## src/hdl/pei_mul.sv

```systemverilog
// Shared unsigned multiplier with a registered product.
`default_nettype none
module pei_mul #(
	parameter int W = 33
) (
	input  wire logic           clk,
	input  wire logic [W-1:0]   a,
	input  wire logic [W-1:0]   b,
	output logic      [2*W-1:0] p
);
	logic [2*W-1:0] p_q;

	always_ff @(posedge clk) begin
		p_q <= (2*W)'(a) * (2*W)'(b);
	end

	assign p = p_q;
endmodule
`default_nettype wire

```

## config.mk

```make
export PLATFORM = sky130hd
export DESIGN_NAME = pei_mul
export DESIGN_NICKNAME = d
export VERILOG_FILES = /design/src/hdl/pei_mul.sv
export SDC_FILE = /design/constraint.sdc
export NUM_CORES = 2
export LEC_CHECK = 0
export BUFFER_PORTS_ARGS = -buffer_cell sky130_fd_sc_hd__buf_2
export CELL_PAD_IN_SITES_DETAIL_PLACEMENT = 1
export CELL_PAD_IN_SITES_GLOBAL_PLACEMENT = 2
export CORE_ASPECT_RATIO = 1.5
export CORE_MARGIN = 2
export CORE_UTILIZATION = 40
export CTS_CLUSTER_SIZE = 28
export DETAILED_ROUTE_END_ITERATION = 7
export PLACE_DENSITY = 0.84
export RECOVER_POWER = 100
export SLEW_MARGIN = 40
export SYNTH_ARGS = -nofsm -noshare
export SYNTH_HDL_FRONTEND = slang
export SYNTH_SLANG_ARGS = --single-unit
```

## constraint.sdc

```tcl
create_clock -name clk -period 15.5 [get_ports clk]
set_input_delay 1.55 -clock clk [delete_from_list [all_inputs] [get_ports clk]]
set_output_delay 1.55 -clock clk [all_outputs]
set_load 0.03 [all_outputs]
```

==> metrics.cfg <==
[status]
status = finished with violations
violations = max-capacitance violations, max-slew violations

[global_routing]
grt_first_pass_wirelength_mm = 184.8
grt_pass1_vias = 31974
grt_antenna_before_repair = 3
grt_max_degree = 34
grt_overflow = 0
grtUsageTotal = 0.2640

[logic_synthesis]
syn-num-nets = 5338
synth_ff_type = dfxtp_1
avgSynthCellArea_um2 = 9.043
synth_edf_count = 0
synth-seq-area-share = 0.03610
yosys_warnings = 0
async_flop_share = 0
synth.distinct_cells = 57
syn-cell-area_um2 = 36610
syn-instance-count = 4048
synth-seq-cells = 66

[floorplanning]
rows = 135
die_x_um = 251
coreArea_um2 = 90540
die-area_um2 = 94000
initial_core_util = 0.4043
ios = 133
dieHeight_um = 374.5

[route]
vias_per_cell = 5.177
drt-initial-drc-count = 1046
post-route-drc-count = 0
drtAntennaViolNets = 0
vias = 26772
routed_wl_mm = 119.2
wl_per_cell_um = 23.06
drtPass1Iterations = 4

[final_layout]
area_growth_pct = 4.806
final_cells = 5171
largest_register_ffs = 66
drive_gt1_frac = 0.02546
nets = 5291
final_cell_mix = inv_1, fa_1, nand2_1
final_common_cell = inv_1

[clocking]
clock_path_buffers = 2
ctsResizeCount = 0
numCtsBuffers = 9
cts_tree = built
htree_levels = 3
clock-sinks = 66
postCtsSetupBuffers = 0
cts.clk_slew.worst_paths_ns = 0.06
cts_root_buf = clkbuf_16
holdBufCountCts = 0

[timing]
finalCritPeriodShare = 0.6462
setup_viol = 0
drv_slew = 34
slew_headroom = -0.08138
worst_slack_ns = 5.484
grt_setup_unrepaired = false
tns_ns = 0
hold_viol_final = 0
tightest_slew_ns = 1.622
period_needed_ns = 10.02
clock.fmax_ghz = 0.09984

[setup_path]
critPathMaxStageDelay_ns = 0.62
cp.required_ns = 15.79
worst_setup_path_end_kind = flip-flop
crit_path_top_delay_cell = clkbuf_1
criticalPathCategory = input port to flip-flop
crit_fanout = 33
cp_common_cell = fa_1
critical_path_arrival_ns = 10.31
cp-start-kind = input port

[worst_hold_path]
hold_start = a[0]
hold_path_depth = 3
hp-class = input port to flip-flop
holdPathEnd = p[0]

[placed_design]
dp.cells = 5154
pre_cts_ws_ns = 5.684
gp_congestion = 0.8862
portBuffers = 132
hpwl_mm = 96.33

[flow_run]
drv_cap = 1

-- worst max-delay path, delay by kind of cell --
| family | cells | cell delay (ns) |
|---|---|---|
| AOI/OAI and AO/OA | 5 | 1.30 |
| xor gates and xnor gates | 1 | 0.16 |
| adders and majority gates | 9 | 4.46 |
| buffers and inverters | 7 | 0.94 |
| and+or+nand+nor | 5 | 1.87 |
-- metal layers --
layer | global-route usage | part of all wire | up-vias
met4 | 0.2182 | 0.10 | 0
li1 | - | - | 11413
met5 | 0 | 0 | -
met3 | 0.01791 | 0.025 | 333
met2 | 0.5072 | 0.55 | 692
met1 | 0.2552 | 0.32 | 14334
-- final cells by class --
type	count	area (µm²)
clock buffer	11	232.7
sequential	66	1321
fill	10627	52170
multi-input combinational	2722	30530
timing repair buffer	153	782.0
inverter	1049	3938
antenna	1	2.502
clock inverter	5	102.6
tap	1164	1456
-- synthesized netlist by cell type (7+ instances only) --
cell	number	area [µm²]
nand2_1	567	2128
o21a_1	7	52.55
a21oi_1	73	365.4
o21ai_1	23	115.1
nand4_1	16	100.1
nor2_1	33	123.9
o21ai_0	15	75.07
clkbuf_1	209	784.5
dfxtp_1	66	1321
a21o_1	31	232.7
nand3_1	10	50.05
ha_1	265	3316
xnor2_1	41	359.1
and3_1	7	43.79
o21bai_1	8	60.06
inv_1	1048	3934
xor2_1	24	210.2
and2_1	574	3591
fa_1	958	19180
-- metrics by stage --
| stage | instance area (µm²) | util | hold slack, ns |
|---|---|---|---|
| global placement | 38080 | 0.4206 | 1.984 |
| detailed placement | 38110 | 0.4209 | 1.985 |
| CTS | 38440 | 0.4246 | 1.792 |
| finish | 38360 | 0.4237 | 1.808 |
| global route | 38360 | 0.4237 | 1.818 |
| floorplan | 36610 | - | 1.677 |
-- worst max-delay path by stage --
stage,from,to,slack (ns),cells past startpoint
3_5_place_dp,a[10],p[58],5.68,27
6_report,b[0],p[58],5.48,27
3_3_place_gp,a[10],p[58],5.78,27
2_1_floorplan,b[0],p[58],6.85,28
5_1_grt,b[0],p[58],5.10,27
4_1_cts,b[10],p[58],6.06,24
-- logic make-up (layout without fill, tap and decap cells) --
logic type / Yosys count / count (layout) / synth area share
buffers and inverters: 1260 / 1218 / 0.1293
adders and majority gates: 1223 / 1223 / 0.6145
and+or+nand+nor: 1233 / 1233 / 0.1701
other: 0 / 1 / 0
AOI/OAI and AO/OA: 201 / 201 / 0.03452
DFF: 66 / 66 / 0.03610
xor gates and xnor gates: 65 / 65 / 0.01555
Power is not shown: default switching activity piles up to over one toggle a cycle in this logic, so the estimate is an artifact.
