[src/hdl/pei_pkg.sv]
// Shared constants, register indexes and the decimal scale table of the packet error injector.
`default_nettype none
package pei_pkg;
	localparam int SETTING_W = 5;
	localparam int PROB_W = 32;
	localparam int BYTES_W = 12;
	localparam int SEED_W = 31;
	localparam int SCALE_W = 30;
	localparam int SCALE_Y_W = 27;

	localparam logic [SEED_W-1:0] MOD_ONE = 31'd2147483563;
	localparam logic [SEED_W-1:0] MOD_TWO = 31'd2147483399;
	localparam logic [SEED_W-1:0] MOD_ONE_LESS = 31'd2147483562;
	localparam logic [15:0] MULT_ONE = 16'd40014;
	localparam logic [15:0] MULT_TWO = 16'd40692;
	// Distance of each modulus below 2^31, used to fold the high part of a product.
	localparam logic [7:0] FOLD_ONE = 8'd85;
	localparam logic [7:0] FOLD_TWO = 8'd249;
	localparam logic [SCALE_Y_W-1:0] SCALE_Y = 27'd100000000;
	localparam logic [SEED_W-1:0] SEED_ONE_RESET = 31'd12345678;
	localparam logic [SEED_W-1:0] SEED_TWO_RESET = 31'd23456789;

	typedef enum logic {
		REG_RATE = 1'b0,
		REG_PROB = 1'b1
	} cfg_reg_t;

	function automatic logic [SCALE_W-1:0] pow_ten(input logic [3:0] k);
		logic [SCALE_W-1:0] v;
		case (k)
			4'd0: v = 30'd1;
			4'd1: v = 30'd10;
			4'd2: v = 30'd100;
			4'd3: v = 30'd1000;
			4'd4: v = 30'd10000;
			4'd5: v = 30'd100000;
			4'd6: v = 30'd1000000;
			4'd7: v = 30'd10000000;
			4'd8: v = 30'd100000000;
			4'd9: v = 30'd1000000000;
			default: v = 30'd1;
		endcase
		return v;
	endfunction
endpackage
`default_nettype wire

[src/hdl/pei_lcg.sv]
// Combined multiplicative congruential generator with its two seeds and the difference output.
`default_nettype none
module pei_lcg
	import pei_pkg::*;
(
	input  wire logic              clk,
	input  wire logic              arst_n,
	input  wire logic              step,
	input  wire logic              z_load,
	output logic      [SEED_W-1:0] z
);
	logic [SEED_W-1:0] seed_one_q, seed_two_q, z_q;
	logic [SEED_W-1:0] seed_one_nx, seed_two_nx, z_nx;

	// x mod (2^31 - f) = hi*f + lo, which is then below twice the modulus.
	function automatic logic [SEED_W-1:0] fold(input logic [46:0] p, input logic [7:0] f,
			input logic [SEED_W-1:0] m);
		logic [23:0] hf;
		logic [31:0] t;
		hf = 24'(p[46:31]) * 24'(f);
		t = 32'(p[30:0]) + 32'(hf);
		if (t >= 32'(m)) begin
			t = t - 32'(m);
		end
		return t[SEED_W-1:0];
	endfunction

	always_comb begin
		seed_one_nx = fold(47'(seed_one_q) * 47'(MULT_ONE), FOLD_ONE, MOD_ONE);
		seed_two_nx = fold(47'(seed_two_q) * 47'(MULT_TWO), FOLD_TWO, MOD_TWO);
		if (seed_one_q > seed_two_q) begin
			z_nx = seed_one_q - seed_two_q;
		end else begin
			z_nx = MOD_ONE_LESS - (seed_two_q - seed_one_q);
		end
	end

	always_ff @(posedge clk or negedge arst_n) begin
		if (!arst_n) begin
			seed_one_q <= SEED_ONE_RESET;
			seed_two_q <= SEED_TWO_RESET;
		end else if (step) begin
			seed_one_q <= seed_one_nx;
			seed_two_q <= seed_two_nx;
		end
	end

	always_ff @(posedge clk) begin
		if (z_load) begin
			z_q <= z_nx;
		end
	end

	assign z = z_q;

	a_seed_one_range: assert property (@(posedge clk) disable iff (!arst_n)
		seed_one_q != '0 && seed_one_q < MOD_ONE)
		else $error("seed one left its range");
	a_seed_two_range: assert property (@(posedge clk) disable iff (!arst_n)
		seed_two_q != '0 && seed_two_q < MOD_TWO)
		else $error("seed two left its range");
endmodule
`default_nettype wire

[config.mk]
export PLATFORM = sky130hd
export DESIGN_NAME = pei_lcg
export DESIGN_NICKNAME = d
export VERILOG_FILES = /design/src/hdl/pei_pkg.sv /design/src/hdl/pei_lcg.sv
export SDC_FILE = /design/constraint.sdc
export NUM_CORES = 2
export LEC_CHECK = 0
export ABC_AREA = 1
export ABC_CLOCK_PERIOD_IN_PS = 21600
export BUFFER_PORTS_ARGS = -buffer_cell sky130_fd_sc_hd__buf_4
export CORE_MARGIN = 2
export CORE_UTILIZATION = 56
export DETAILED_ROUTE_END_ITERATION = 8
export PLACE_DENSITY = 0.72
export SKIP_CTS_REPAIR_TIMING = 1
export SLEW_MARGIN = 10
export SYNTH_ARGS = -nofsm -noshare
export SYNTH_HDL_FRONTEND = slang
export SYNTH_SLANG_ARGS = --single-unit
[constraint.sdc]
create_clock -name clk -period 21.6 [get_ports clk]
set_input_delay 3.24 -clock clk [delete_from_list [all_inputs] [get_ports clk]]
set_output_delay 3.24 -clock clk [all_outputs]
set_load 0.02 [all_outputs]
==> results.md <==
- Status: finished clean
- HP Class: reg -> reg
- Post-synthesis mux area share: less than 1%
- Post-Syn Nets: between 5000 and 6000
- Final Hold Viols: 0
- Crit path DAT: roughly 13 ns
- Max-slew violation count: 0
- Met1 GRT Util: a little under half
- Global route hottest layer: met2
- Startpoint Class: flop
- Die W: about 250 um
- Drt first pass iters: 6
- Fin cells: 5326
- Total wire length: between 90000 and 100000 um
- Top post-synthesis cells by count: 1175 x inv_1, 1103 x nand2_1, 530 x ha_1, 443 x fa_1, 236 x nor2_1
- Adder-Cell Fraction of Synth Area: between 40% and 50%
- Placed cell area: 34400 um2
- H-Tree Depth: 3
- Worst r2r path cells: 47
- Site row count: 89
- Post-route cell area: about 35000 um2
- Ys flop type: dfrtp_1
- First-pass GRT wire length: between 150000 and 200000 um
- Die span in y: ~250 um
- DRC viols: 0
- Gpl congestion: around 0.97
- Area grow syn2layout: 4.27%
- R2r endpoint: seed_two_q[29]
- Diodes inserted: 0
- Start point of the critical path: seed_two_q[3]
- Post-synthesis xor/xnor area fraction: ~4.8%
- Clk_skew: roughly 0.017 ns
- Combinational family with the most area after synthesis: adder cells
- Worst slew margin: 15.9%
- Post-synth top area share: about a quarter
- Cts bufs inserted: 9
- Worst-path clk slew: 0.08 ns
- Most frequent CP cell: inv_1
- Final setup violation count: 0
- Top cells by area, synth: fa_1 27%, ha_1 20%, inv_1 13%
- Post-synthesis simple-gate area fraction: a little over a fifth
- Seq/Total Area, Yosys: around 7.6%
- Port Buf Inserts: 34
- DR vias/cell: around 5.3
- Worst hold path depth: 2
- Residual overflow from global routing: 0
- Delay of the slowest cell on the worst path: approximately 0.90 ns
- Area leader, netlist: fa_1
- Cells after DPL: 5310
- CTS tree: done
- 1st-iter DRT viols: ~2100
- Distinct cells, synth: 53
- Root buffer cell: clkbuf_16
- Vias in the first global route: around 28000
- Synthesis Warnings: 0
- CP required: 21.88 ns
- Worst-Skew Late Latency: ~0.4 ns
- Critical R2R Launch: seed_two_q[3]
- Count leader, synth: inv_1
- Number of synthesized flops with an enable pin: 31
- Post-synthesis compound-gate area fraction: between 6 and 7%
- Largest net degree at the start of global routing: ~70
- R2R setup slack: 9.14 ns
- Setup crit end kind: flop
- Flops & latches, synth: between 90 and 100
- Mapped Avg Cell Area: 7.35 um2
- Hold endpoint: seed_two_q[24]
- RSZ-0062 raised after global routing: false
- Starting Density: between 50% and 60%
- Final #Nets: about 5500
- Worst Max-Slew Pin Slew: 1.26 ns
- Tcrit/Tclk final: between 50% and 60%
- Max_cap viols: 0
- Mapped cell area: 33300 um2
- Final Critical Period: 12.46 ns
- Fillers: 5599
- IO Pins: 35
- DP HPWL: 83000 um
- Post-route antenna net violation count: 0
- Sum of negative setup slack: 0 ns
- Setup CP Type: reg -> reg
- Core area: a little under 60000 um2
- Met2 Use GR: 50.5%
- Vias: ~28000
- Initial antenna violation count: 0
- Max Clk Rate: roughly 0.08 GHz
- Maximum clock insertion buffer count: 2
- Slowest-stage cell, CP: nand3_1
- Startpoint of the worst hold path: seed_two_q[24]
- Share of layout cells above drive strength 1: ~2.8%
- Post-synth ARST share: between 60% and 70%
- Worst-path maximum fanout: 31
- Routing usage on met3: 5.22%
- Syn Inst Count: approximately 4500
- Drt wl/cell: between 15 and 20 um
- CTS sink count: between 90 and 100
- Hold WS: ~0.56 ns
- Die area: slightly above 60000 um2
- Gr usage total: a little under a third
## worst max-delay path by stage
stage                     endpoint  slack [ns]  cells after the start
floorplan            seed_two_q[1]       11.54                     49
global placement     seed_two_q[8]        9.39                     45
detailed placement  seed_two_q[29]        9.37                     45
CTS                 seed_two_q[29]        9.28                     45
global route         seed_two_q[8]        8.18                     47
finish              seed_two_q[29]        9.14                     47
## sequential cells by signal (all words and copies together) (netlist names)
register    count
seed_one_q     31
seed_two_q     31
z              31
## routing by layer
layer  part of all wire [%]  up-vias
met4                    2.9        0
met5                      0        -
met3                    7.0      128
met1                     46    13300
li1                       -    13800
met2                     44      835
## cells in the final DEF, fill, tap and decap left out, drive strengths merged
master,count
inv,1183
nand2,1113
ha,530
fa,443
nor2,247
nand3,229
a21oi,188
xor2,124
o21ai,105
xnor2,53
nand4,47
buf,41
dfrtp,37
nor3,32
edfxtp,31
dfstp,25
a21o,15
a31oi,15
o21bai,12
o21a,11
nand3b,10
clkbuf,9
a21boi,8
o211ai,7
or2,7
and2,7
a211oi,5
nor4,4
clkinv,4
and3,3
a221oi,2
a31o,1
mux2i,1
a211o,1
o2111ai,1
o31ai,1
bufinv,1
## cell families after synthesis
kind of cell	after synthesis
xor+xnor	177
fa+ha+maj	973
compound gates	372
mux	1
flops	93
buf+inv	1215
simple gates	1699
## final cells by class
class	count	area, um2	share of cell area, %
well taps	773	967	2.79
repair buffers	41	308	0.887
clock inverters	7	91.3	0.263
inverters	1181	4430	12.8
flip-flops and latches	93	2510	7.24
clock buffers	9	225	0.649
multi-input cells	3222	26200	75.4
## metrics by stage
stage	utilization (%)	setup slack, ns
3_3_place_gp	58.4	9.39
3_5_place_dp	58.4	9.37
6_report	58.9	9.14
4_1_cts	58.9	9.28
5_1_grt	58.9	8.18
2_1_floorplan	-	11.54
## worst max-delay path, delay by kind of cell (launching register included)
kind	cells	cell delay, ns
XOR/XNOR	2	0.86
adder cells (fa/ha/maj)	11	5.44
flip-flops	1	0.63
AO/OA/AOI/OAI	8	1.84
buffers and inverters	10	0.82
AND/OR/NAND/NOR	16	2.76
Power is not shown: default switching activity piles up to over one toggle a cycle in this logic, so the estimate is an artifact.
